### src/rtl/lwc_pkg.sv
// Package for the line window clipper: payload structs, defaults, register indexes,
// outcode bits and the outcode function, and the clipper state enum. No dependencies.
package lwc_pkg;
  localparam int COORD_BITS_DEF = 16;
  localparam int MAX_PASSES_DEF = 8;
  localparam int CW = COORD_BITS_DEF;

  localparam logic [1:0] REG_LEFT   = 2'd0;
  localparam logic [1:0] REG_BOTTOM = 2'd1;
  localparam logic [1:0] REG_RIGHT  = 2'd2;
  localparam logic [1:0] REG_TOP    = 2'd3;

  localparam logic signed [CW-1:0] RESET_LEFT   = 16'sd0;
  localparam logic signed [CW-1:0] RESET_BOTTOM = 16'sd0;
  localparam logic signed [CW-1:0] RESET_RIGHT  = 16'sd639;
  localparam logic signed [CW-1:0] RESET_TOP    = 16'sd479;

  localparam logic [3:0] OC_TOP    = 4'd1;
  localparam logic [3:0] OC_BOTTOM = 4'd2;
  localparam logic [3:0] OC_RIGHT  = 4'd4;
  localparam logic [3:0] OC_LEFT   = 4'd8;

  typedef struct packed {
    logic signed [CW-1:0] first_x;
    logic signed [CW-1:0] first_y;
    logic signed [CW-1:0] second_x;
    logic signed [CW-1:0] second_y;
    logic                 batch_end;
  } in_item_t;

  typedef struct packed {
    logic                 visible;
    logic signed [CW-1:0] first_x;
    logic signed [CW-1:0] first_y;
    logic signed [CW-1:0] second_x;
    logic signed [CW-1:0] second_y;
    logic                 batch_end;
  } out_item_t;

  typedef struct packed {
    logic signed [CW-1:0] left;
    logic signed [CW-1:0] bottom;
    logic signed [CW-1:0] right;
    logic signed [CW-1:0] top;
  } window_t;

  typedef enum logic [2:0] {
    ST_IDLE, ST_CLASSIFY, ST_MUL, ST_DIV, ST_APPLY, ST_DONE
  } clip_state_t;

  function automatic logic [3:0] outcode(logic signed [CW-1:0] x, logic signed [CW-1:0] y,
                                         window_t w);
    logic [3:0] c;
    c = 4'd0;
    if (y > w.top)    c |= OC_TOP;
    if (y < w.bottom) c |= OC_BOTTOM;
    if (x > w.right)  c |= OC_RIGHT;
    if (x < w.left)   c |= OC_LEFT;
    return c;
  endfunction
endpackage

### src/rtl/lwc_fifo.sv
// Two-entry queue between the input side and the clipper, and again before the
// result ports. Depends on nothing but its width parameter.
module lwc_fifo #(
  parameter int W = 8
) (
  input  logic         clk,
  input  logic         rst_n,
  input  logic         wr_en,
  input  logic [W-1:0] wr_data,
  output logic         full,
  input  logic         rd_en,
  output logic [W-1:0] rd_data,
  output logic         empty
);
  logic [W-1:0] mem_r [2];
  logic       wp_r, rp_r;
  logic [1:0] cnt_r;

  assign full    = (cnt_r == 2'd2);
  assign empty   = (cnt_r == 2'd0);
  assign rd_data = mem_r[rp_r];

  always_ff @(posedge clk) begin
    if (wr_en && !full) begin
      mem_r[wp_r] <= wr_data;
    end
  end

  always_ff @(posedge clk) begin
    if (!rst_n) begin
      wp_r  <= 1'b0;
      rp_r  <= 1'b0;
      cnt_r <= 2'd0;
    end else begin
      if (wr_en && !full) wp_r <= ~wp_r;
      if (rd_en && !empty) rp_r <= ~rp_r;
      cnt_r <= cnt_r + {1'b0, wr_en && !full} - {1'b0, rd_en && !empty};
    end
  end
endmodule

### src/rtl/lwc_divider.sv
// Restoring divider for unsigned magnitudes, one quotient bit per cycle.
// Depends on nothing but its width parameters.
module lwc_divider #(
  parameter int NW = 34,
  parameter int DW = 17
) (
  input  logic          clk,
  input  logic          rst_n,
  input  logic          start,
  input  logic [NW-1:0] num,
  input  logic [DW-1:0] den,
  output logic          busy,
  output logic [NW-1:0] quot
);
  localparam int CNTW = $clog2(NW + 1);
  logic [NW-1:0]   q_r, q_nxt;
  logic [DW:0]     rem_r, rem_nxt;
  logic [DW-1:0]   d_r;
  logic [CNTW-1:0] cnt_r;
  logic [DW:0]     trial;

  assign busy = (cnt_r != '0);
  assign quot = q_r;

  always_comb begin
    trial   = {rem_r[DW-1:0], q_r[NW-1]};
    rem_nxt = trial;
    q_nxt   = {q_r[NW-2:0], 1'b0};
    if (trial >= {1'b0, d_r}) begin
      rem_nxt  = trial - {1'b0, d_r};
      q_nxt[0] = 1'b1;
    end
  end

  always_ff @(posedge clk) begin
    if (!rst_n) begin
      cnt_r <= '0;
    end else if (start) begin
      cnt_r <= CNTW'(NW);
    end else if (busy) begin
      cnt_r <= cnt_r - 1'b1;
    end
  end

  always_ff @(posedge clk) begin
    if (start) begin
      q_r   <= num;
      rem_r <= '0;
      d_r   <= den;
    end else if (busy) begin
      q_r   <= q_nxt;
      rem_r <= rem_nxt;
    end
  end
endmodule

### src/rtl/lwc_clipper.sv
// Back part: iterates Cohen-Sutherland passes on one segment with a single divider.
// Depends on lwc_pkg and lwc_divider.
module lwc_clipper
  import lwc_pkg::*;
#(
  parameter int MAX_PASSES = MAX_PASSES_DEF
) (
  input  logic      clk,
  input  logic      rst_n,
  input  window_t   win,
  input  logic      job_valid,
  input  in_item_t  job,
  output logic      job_take,
  output logic      res_valid,
  output out_item_t res,
  input  logic      res_full
);
  localparam int DW = CW + 1;
  localparam int NW = 2 * DW;
  localparam int PW = $clog2(MAX_PASSES + 1);

  clip_state_t state_r, state_nxt;
  logic signed [CW-1:0] kx_r, ky_r, ox_r, oy_r;
  logic                 be_r, vis_r;
  logic [PW-1:0]        pass_r;
  logic signed [DW-1:0] ka_r, na_r, nb_r, dn_r, bound_r;
  logic                 ybound_r, neg_r;
  logic [NW-1:0]        prod_r;
  logic                 div_start;
  logic                 div_busy;
  logic [NW-1:0]        quot;

  logic [3:0] c0, c1, diff, bsel;
  logic       o_first;
  logic signed [CW-1:0] kxs, kys, oxs, oys;
  logic signed [DW-1:0] bnd, d_na, d_nb, d_dn;
  logic [DW-1:0]        ma, mb, md;
  logic signed [DW+1:0] res_c;
  logic signed [CW-1:0] new_a;

  lwc_divider #(.NW(NW), .DW(DW)) u_div (
    .clk(clk), .rst_n(rst_n), .start(div_start), .num(prod_r), .den(md),
    .busy(div_busy), .quot(quot)
  );

  assign ma = na_r[DW-1] ? DW'(-na_r) : DW'(na_r);
  assign mb = nb_r[DW-1] ? DW'(-nb_r) : DW'(nb_r);
  assign md = dn_r[DW-1] ? DW'(-dn_r) : DW'(dn_r);

  always_comb begin
    c0   = outcode(kx_r, ky_r, win);
    c1   = outcode(ox_r, oy_r, win);
    diff = c0 ^ c1;
    if (diff[0])      bsel = OC_TOP;
    else if (diff[1]) bsel = OC_BOTTOM;
    else if (diff[2]) bsel = OC_RIGHT;
    else              bsel = OC_LEFT;
    o_first = (c0 & bsel) != 4'd0;
    kxs = o_first ? ox_r : kx_r;
    kys = o_first ? oy_r : ky_r;
    oxs = o_first ? kx_r : ox_r;
    oys = o_first ? ky_r : oy_r;
    case (bsel)
      OC_TOP:    bnd = DW'(win.top);
      OC_BOTTOM: bnd = DW'(win.bottom);
      OC_RIGHT:  bnd = DW'(win.right);
      default:   bnd = DW'(win.left);
    endcase
    if (bsel == OC_TOP || bsel == OC_BOTTOM) begin
      d_na = DW'(oxs) - DW'(kxs);
      d_nb = bnd - DW'(kys);
      d_dn = DW'(oys) - DW'(kys);
    end else begin
      d_na = DW'(oys) - DW'(kys);
      d_nb = bnd - DW'(kxs);
      d_dn = DW'(oxs) - DW'(kxs);
    end
    // The quotient never exceeds |na|, so the low bits suffice.
    res_c = neg_r ? (DW+2)'(ka_r) - (DW+2)'(quot[DW:0])
                  : (DW+2)'(ka_r) + (DW+2)'(quot[DW:0]);
    if (dn_r == '0 || na_r == '0 || nb_r == '0) new_a = CW'(ka_r);
    else new_a = CW'(res_c);
  end

  always_comb begin
    state_nxt = state_r;
    job_take  = 1'b0;
    div_start = 1'b0;
    res_valid = 1'b0;
    res.visible   = vis_r;
    res.first_x   = vis_r ? kx_r : '0;
    res.first_y   = vis_r ? ky_r : '0;
    res.second_x  = vis_r ? ox_r : '0;
    res.second_y  = vis_r ? oy_r : '0;
    res.batch_end = be_r;
    case (state_r)
      ST_IDLE: begin
        if (job_valid) begin
          job_take  = 1'b1;
          state_nxt = ST_CLASSIFY;
        end
      end
      ST_CLASSIFY: begin
        if ((c0 | c1) == 4'd0 || (c0 & c1) != 4'd0 || pass_r == PW'(MAX_PASSES))
          state_nxt = ST_DONE;
        else
          state_nxt = ST_MUL;
      end
      ST_MUL: state_nxt = ST_DIV;
      ST_DIV: begin
        div_start = 1'b1;
        state_nxt = ST_APPLY;
      end
      ST_APPLY: begin
        if (!div_busy) state_nxt = ST_CLASSIFY;
      end
      ST_DONE: begin
        res_valid = 1'b1;
        if (!res_full) state_nxt = ST_IDLE;
      end
      default: state_nxt = ST_IDLE;
    endcase
  end

  always_ff @(posedge clk) begin
    if (!rst_n) state_r <= ST_IDLE;
    else        state_r <= state_nxt;
  end

  always_ff @(posedge clk) begin
    case (state_r)
      ST_IDLE: begin
        kx_r   <= job.first_x;
        ky_r   <= job.first_y;
        ox_r   <= job.second_x;
        oy_r   <= job.second_y;
        be_r   <= job.batch_end;
        pass_r <= '0;
      end
      ST_CLASSIFY: begin
        // A segment that used up all its passes is rejected even if it now fits.
        vis_r    <= ((c0 | c1) == 4'd0) && (pass_r != PW'(MAX_PASSES));
        kx_r     <= kxs;
        ky_r     <= kys;
        ox_r     <= oxs;
        oy_r     <= oys;
        ybound_r <= (bsel == OC_TOP || bsel == OC_BOTTOM);
        bound_r  <= bnd;
        ka_r     <= (bsel == OC_TOP || bsel == OC_BOTTOM) ? DW'(kxs) : DW'(kys);
        na_r     <= d_na;
        nb_r     <= d_nb;
        dn_r     <= d_dn;
      end
      ST_MUL: begin
        prod_r <= NW'(ma) * NW'(mb);
        neg_r  <= (na_r[DW-1] ^ nb_r[DW-1]) ^ dn_r[DW-1];
      end
      ST_APPLY: begin
        if (!div_busy) begin
          pass_r <= pass_r + 1'b1;
          if (ybound_r) begin
            ox_r <= new_a;
            oy_r <= CW'(bound_r);
          end else begin
            ox_r <= CW'(bound_r);
            oy_r <= new_a;
          end
        end
      end
      default: ;
    endcase
  end
endmodule

### src/rtl/lwc_front.sv
// Front part: window registers on the APB-style port and the input queue.
// Depends on lwc_pkg and lwc_fifo.
module lwc_front
  import lwc_pkg::*;
(
  input  logic       clk,
  input  logic       rst_n,
  input  logic       cfg_psel,
  input  logic       cfg_penable,
  input  logic       cfg_pwrite,
  input  logic [3:0] cfg_paddr,
  input  logic [31:0] cfg_pwdata,
  output logic [31:0] cfg_prdata,
  output window_t    win,
  input  logic       in_push,
  input  in_item_t   in_data,
  output logic       in_full,
  input  logic       job_take,
  output logic       job_valid,
  output in_item_t   job
);
  window_t win_r;
  logic    q_empty;
  logic [1:0] idx;

  assign win = win_r;
  assign idx = cfg_paddr[3:2];
  assign job_valid = !q_empty;

  always_comb begin
    case (idx)
      REG_LEFT:   cfg_prdata = 32'(win_r.left);
      REG_BOTTOM: cfg_prdata = 32'(win_r.bottom);
      REG_RIGHT:  cfg_prdata = 32'(win_r.right);
      default:    cfg_prdata = 32'(win_r.top);
    endcase
  end

  always_ff @(posedge clk) begin
    if (!rst_n) begin
      win_r.left   <= RESET_LEFT;
      win_r.bottom <= RESET_BOTTOM;
      win_r.right  <= RESET_RIGHT;
      win_r.top    <= RESET_TOP;
    end else if (cfg_psel && cfg_penable && cfg_pwrite) begin
      case (idx)
        REG_LEFT:   win_r.left   <= cfg_pwdata[CW-1:0];
        REG_BOTTOM: win_r.bottom <= cfg_pwdata[CW-1:0];
        REG_RIGHT:  win_r.right  <= cfg_pwdata[CW-1:0];
        default:    win_r.top    <= cfg_pwdata[CW-1:0];
      endcase
    end
  end

  lwc_fifo #(.W($bits(in_item_t))) u_inq (
    .clk(clk), .rst_n(rst_n), .wr_en(in_push), .wr_data(in_data), .full(in_full),
    .rd_en(job_take), .rd_data(job), .empty(q_empty)
  );
endmodule

### src/rtl/line_window_clipper.sv
// Line window clipper, top level: front (registers, input queue), clipper, result queue.
// Depends on lwc_pkg, lwc_front, lwc_clipper and lwc_fifo.
// Clips each segment to the window by Cohen-Sutherland passes, one segment at a
// time. Each boundary clip steps through classify, multiply and divider start, then
// waits on the one-bit-per-cycle divider over its 34 quotient bits; a segment gets
// at most MAX_PASSES boundary clips. A full result queue stalls the clipper as well.
// Two-entry queues on input and output let either side stall independently.
module line_window_clipper
  import lwc_pkg::*;
#(
  parameter int MAX_PASSES = MAX_PASSES_DEF
) (
  input  logic       clk,
  input  logic       rst_n,
  input  logic       cfg_psel,
  input  logic       cfg_penable,
  input  logic       cfg_pwrite,
  input  logic [3:0] cfg_paddr,
  input  logic [31:0] cfg_pwdata,
  output logic [31:0] cfg_prdata,
  output logic       cfg_pready,
  input  logic       in_push,
  input  in_item_t   in_data,
  output logic       in_full,
  input  logic       out_pop,
  output out_item_t  out_data,
  output logic       out_empty
);
  window_t   win;
  logic      job_valid, job_take, res_valid, res_full;
  in_item_t  job;
  out_item_t res;

  assign cfg_pready = 1'b1;

  lwc_front u_front (
    .clk(clk), .rst_n(rst_n), .cfg_psel(cfg_psel), .cfg_penable(cfg_penable),
    .cfg_pwrite(cfg_pwrite), .cfg_paddr(cfg_paddr), .cfg_pwdata(cfg_pwdata),
    .cfg_prdata(cfg_prdata), .win(win), .in_push(in_push), .in_data(in_data),
    .in_full(in_full), .job_take(job_take), .job_valid(job_valid), .job(job)
  );

  lwc_clipper #(.MAX_PASSES(MAX_PASSES)) u_clip (
    .clk(clk), .rst_n(rst_n), .win(win), .job_valid(job_valid), .job(job),
    .job_take(job_take), .res_valid(res_valid), .res(res), .res_full(res_full)
  );

  lwc_fifo #(.W($bits(out_item_t))) u_outq (
    .clk(clk), .rst_n(rst_n), .wr_en(res_valid), .wr_data(res), .full(res_full),
    .rd_en(out_pop), .rd_data(out_data), .empty(out_empty)
  );

  a_take_needs_job: assert property (@(posedge clk) disable iff (!rst_n)
    job_take |-> job_valid) else $error("job taken from empty queue");
  a_invisible_zero: assert property (@(posedge clk) disable iff (!rst_n)
    (!out_empty && !out_data.visible) |-> (out_data.first_x == '0 && out_data.second_y == '0))
    else $error("rejected line carries coordinates");
  a_result_once: assert property (@(posedge clk) disable iff (!rst_n)
    (res_valid && !res_full) |=> !res_valid) else $error("result written twice");
endmodule

### config.mk
export PLATFORM = sky130hd
export DESIGN_NAME = line_window_clipper
export DESIGN_NICKNAME = d
export VERILOG_FILES = /design/src/rtl/lwc_pkg.sv /design/src/rtl/lwc_fifo.sv /design/src/rtl/lwc_divider.sv /design/src/rtl/lwc_clipper.sv /design/src/rtl/lwc_front.sv /design/src/rtl/line_window_clipper.sv
export SDC_FILE = /design/constraint.sdc
export NUM_CORES = 2
export LEC_CHECK = 0
export BUFFER_PORTS_ARGS = -buffer_cell sky130_fd_sc_hd__clkbuf_2
export CORE_MARGIN = 2
export CORE_UTILIZATION = 30
export CTS_BUF_LIST = sky130_fd_sc_hd__clkbuf_8
export DETAILED_ROUTE_END_ITERATION = 10
export PLACE_DENSITY_LB_ADDON = 0.12
export SLEW_MARGIN = 40
export SYNTH_ARGS = -nofsm -noshare
export SYNTH_HDL_FRONTEND = slang
export SYNTH_HIERARCHICAL = 1
export SYNTH_SLANG_ARGS = --single-unit
### constraint.sdc
create_clock -name clk -period 8.5 [get_ports clk]
set_clock_uncertainty 0.15 [all_clocks]
set_input_delay 0.85 -clock clk [delete_from_list [all_inputs] [get_ports clk]]
set_output_delay 0.85 -clock clk [all_outputs]
set_load 0.02 [all_outputs]
==> results.py <==
metrics = {
    "clock_network": {
        "number_of_clock_buffers_inserted_by_tritoncts": 108,
        "clock_insertion_delay_worst_skew_ns": 0.87,
        "clkTransAtPathRegs_ns": 0.06,
        "clk_root_buffer_cell": "clkbuf_8",
        "clock_sink_count": 602,
        "cts-htree-levels": 3,
        "cts.path.max_buffers": 3,
        "cts_tree": "built",
    },
    "global_routing": {
        "number_of_antenna_violations_at_the_first_check_in_global_routing": 22,
        "grt_util_all_layers": 0.196,
        "grt_start_max_net_pins": 83,
        "first_global_vias": 33000,
        "grt_pass1_wl_mm": 220,
        "overflow": 0,
    },
    "yosys": {
        "ys_seq_area_frac": 0.384,
        "synth-simple-area-share": 0.131,
        "synthesized_area_per_cell_um2": 10.4,
        "synth_enable_flop_cells": 502,
        "synth.yosys.warnings": 6,
        "dominant_combinational_cell_family_by_area_after_synthesis": "adder cells",
        "post_synth_instance_area_mm2": 0.0445,
        "post_synth_num_cell_types": 104,
        "most_used_flip_flop_cell_after_synthesis": "edfxtp_1",
        "netlist_instances": 4287,
        "post_synth_xor_area_fraction": 0.0392,
        "ys_seq_elements": 602,
        "synth_compound_area_frac": 0.0975,
        "synthArstFlopShare": 0,
        "postSynthNetCount": 4922,
        "synthMuxAreaShare": 0.0915,
        "synth_adder_area_share": 0.196,
    },
    "setup_path": {
        "cpPeakStageDelay_ns": 0.60,
        "timing_worst_setup_path_type": "reg2reg",
        "worst_setup_path_end_kind": "register",
        "critical_path_source_type": "register",
        "crit_arrival_ns": 8.76,
        "worst_path_most_repeated_cell": "fa_1",
        "worst_path_required_ns": 8.91,
        "critical-path-slowest-cell": "fa_1",
        "critical_path.max_fanout": 4,
    },
    "timing": {
        "finalSetupViolations": 0,
        "final.min_clock_period_ns": 8.35,
        "max_freq_mhz": 120,
        "min_period_over_period": 0.982,
        "final-max-slew-violation-count": 0,
        "report.final.hold_viol_count": 0,
        "tightest_slew_ns": 0.909,
        "max-slew-margin-rel": 0.394,
        "grt_setup_unrepaired": "true",
        "fin_setup_tns_ns": 0,
    },
    "placed_design": {
        "detailedPlacementHpwl_mm": 114,
        "post-place-cells": 6457,
        "port_buffers": 189,
        "gp_routability_congestion": 0.900,
    },
    "final_layout": {
        "layout.nets": 5329,
        "finalNonFillerCells": 6718,
        "drive_gt1_frac": 0.186,
        "fill_cells": 15000,
        "area.growth.synth_to_final_pct": 16.6,
    },
    "die": {
        "floorplan.die.width_um": 389,
        "pin_count": 209,
        "initial_core_util": 0.301,
        "height_of_the_die_um": 389,
        "design.core.area_mm2": 0.147,
        "num_rows": 141,
        "design.die.area_mm2": 0.151,
    },
    "worst_hold_path": {
        "worst_hold_path_type": "in2reg",
    },
    "route": {
        "detail_route.first_pass.iterations": 6,
        "route.detailed.vias_per_inst": 4.88,
        "detailedRoute.firstIterationViolations": 2597,
        "detailroute.via_count": 32800,
        "finalWirelength_mm": 150,
        "detail_route.drc_violations": 0,
        "avgRoutedWirePerCell_um": 22.3,
        "detail-route-antenna-nets": 0,
    },
    "outcome": {
        "run_status": "finished, final reports clean",
    },
    "flow_run": {
        "maxCapViolations": 0,
    },
}
==> worst max-delay path, delay by kind of cell, from the launching register on <==
family | cells | cell delay, ns
AO/OA/AOI/OAI | 7 | 1.11
XOR/XNOR | 2 | 0.22
adder cells (fa/ha/maj) | 7 | 3.36
buffers and inverters | 4 | 0.41
flip-flops | 1 | 0.39
AND/OR/NAND/NOR | 9 | 2.47
==> synthesized netlist by cell type, drive strengths merged (10+ instances only) <==
cell	count	area share
nand2	512	0.043
edfxtp	502	0.34
inv	447	0.038
nor2	350	0.030
ha	300	0.084
a21oi	234	0.027
fa	227	0.10
mux2	170	0.051
o21ai	155	0.018
mux2i	143	0.032
xnor2	141	0.028
clkbuf	113	0.0095
and2	104	0.015
dfxtp	100	0.045
buf	80	0.013
nor2b	76	0.011
xor2	58	0.011
nand2b	55	0.0077
nor3	47	0.0063
a21o	41	0.0069
maj3	40	0.0091
nand3	36	0.0042
a211oi	32	0.0055
o21a	31	0.0052
o31ai	21	0.0041
a221oi	20	0.0041
nand4	20	0.0032
or3	17	0.0026
mux4	16	0.0084
a31oi	15	0.0021
o211ai	15	0.0025
a21boi	13	0.0022
nor4	11	0.0015
o221ai	11	0.0022
a311oi	10	0.0020
and3	10	0.0014
o41ai	10	0.0021
==> logic make-up after synthesis <==
kind of cell / after synthesis
AOI/OAI and AO/OA: 676
xor gates and xnor gates: 199
adders and majority gates: 567
buffers and inverters: 642
DFF: 602
muxes: 329
other: 1
and+or+nand+nor: 1271
==> final timing paths <==
| kind | endpoint | startpoint | slack (ns) | cells past startpoint |
|---|---|---|---|---|
| setup reg to reg | u_clip/prod_r[32] | u_clip/nb_r[6] | 0.15 | 29 |
| hold reg to reg | u_front/win[34] | u_front/win[34] | 0.32 | 2 |
| setup / recovery | u_clip/prod_r[32] | u_clip/nb_r[6] | 0.15 | 29 |
| hold / removal | u_front/u_inq/mem_r[0][1] | in_data[1] | 0.09 | 1 |
==> routing by layer <==
| metal | GRT usage | part of all wire | up-vias |
|---|---|---|---|
| met5 | 0 | 0.00017 | - |
| met2 | 0.315 | 0.45 | 937 |
| li1 | - | - | 15600 |
| met1 | 0.270 | 0.46 | 16000 |
| met4 | 0.0600 | 0.028 | 4 |
| met3 | 0.0335 | 0.061 | 170 |
==> state kept, by name, indices dropped and copies added (netlist names), 17 cells and up, named ones only <==
name,count
u_clip/na_r,17
u_clip/u_div/d_r,17
u_clip/u_div/quot,34
u_clip/prod_r,34
u_clip/dn_r,17
u_clip/nb_r,17
u_outq/mem_r,132
u_clip/u_div/rem_r,17
u_front/win,64
u_front/u_inq/mem_r,130
==> cell usage in the layout (no fill, tap or decap), types with 47 or more instances in the layout <==
master and count:
a21oi_1 222, nand2_1 508, edfxtp_1 502, mux2_4 91, nor2b_1 76, nand2b_1 55, o21ai_0 139, xor2_1 56
inv_1 473, and2_1 102, ha_1 297, clkbuf_2 187, xnor2_1 133, nor2_1 336, buf_4 244, clkbuf_8 116
mux2i_1 141, mux2_2 79, dfxtp_1 97, dlygate4sd3_1 47, fa_1 222
==> per-stage QoR <==
stage	util	worst slack [ns]	cell area, um2	hold slack, ns
after floorplan	-	0.0886	44500	0.293
after global placement	0.330	-0.383	48700	0.309
after detailed placement	0.331	-0.424	48800	0.316
after CTS	0.349	-0.0358	51500	0.000732
after global routing	0.351	-0.151	51800	0.0292
final	0.351	0.149	51800	0.0922
==> timing repair <==
item | in CTS | in global routing
gates resized for setup | 11 | 54
gates cloned | 0 | 0
endpoints found under the setup margin | 3 | 13
hold buffers | 47 | 0
buffers inserted | 0 | 9
pin swaps | 7 | 18
endpoints found under the hold margin | 93 | 0
==> final cells by class <==
class	instances	area [um2]	share of cell area
antenna	2	5.00	0.0000966
clock buffer	116	1600	0.0308
clock inverter	86	584	0.0113
inverter	449	1690	0.0325
multi-input combinational	3043	25100	0.483
sequential	602	17100	0.330
tap	1930	2410	0.0466
timing repair buffer	490	3390	0.0655
Power is not shown: default switching activity piles up to over one toggle a cycle in this logic, so the estimate is an artifact.
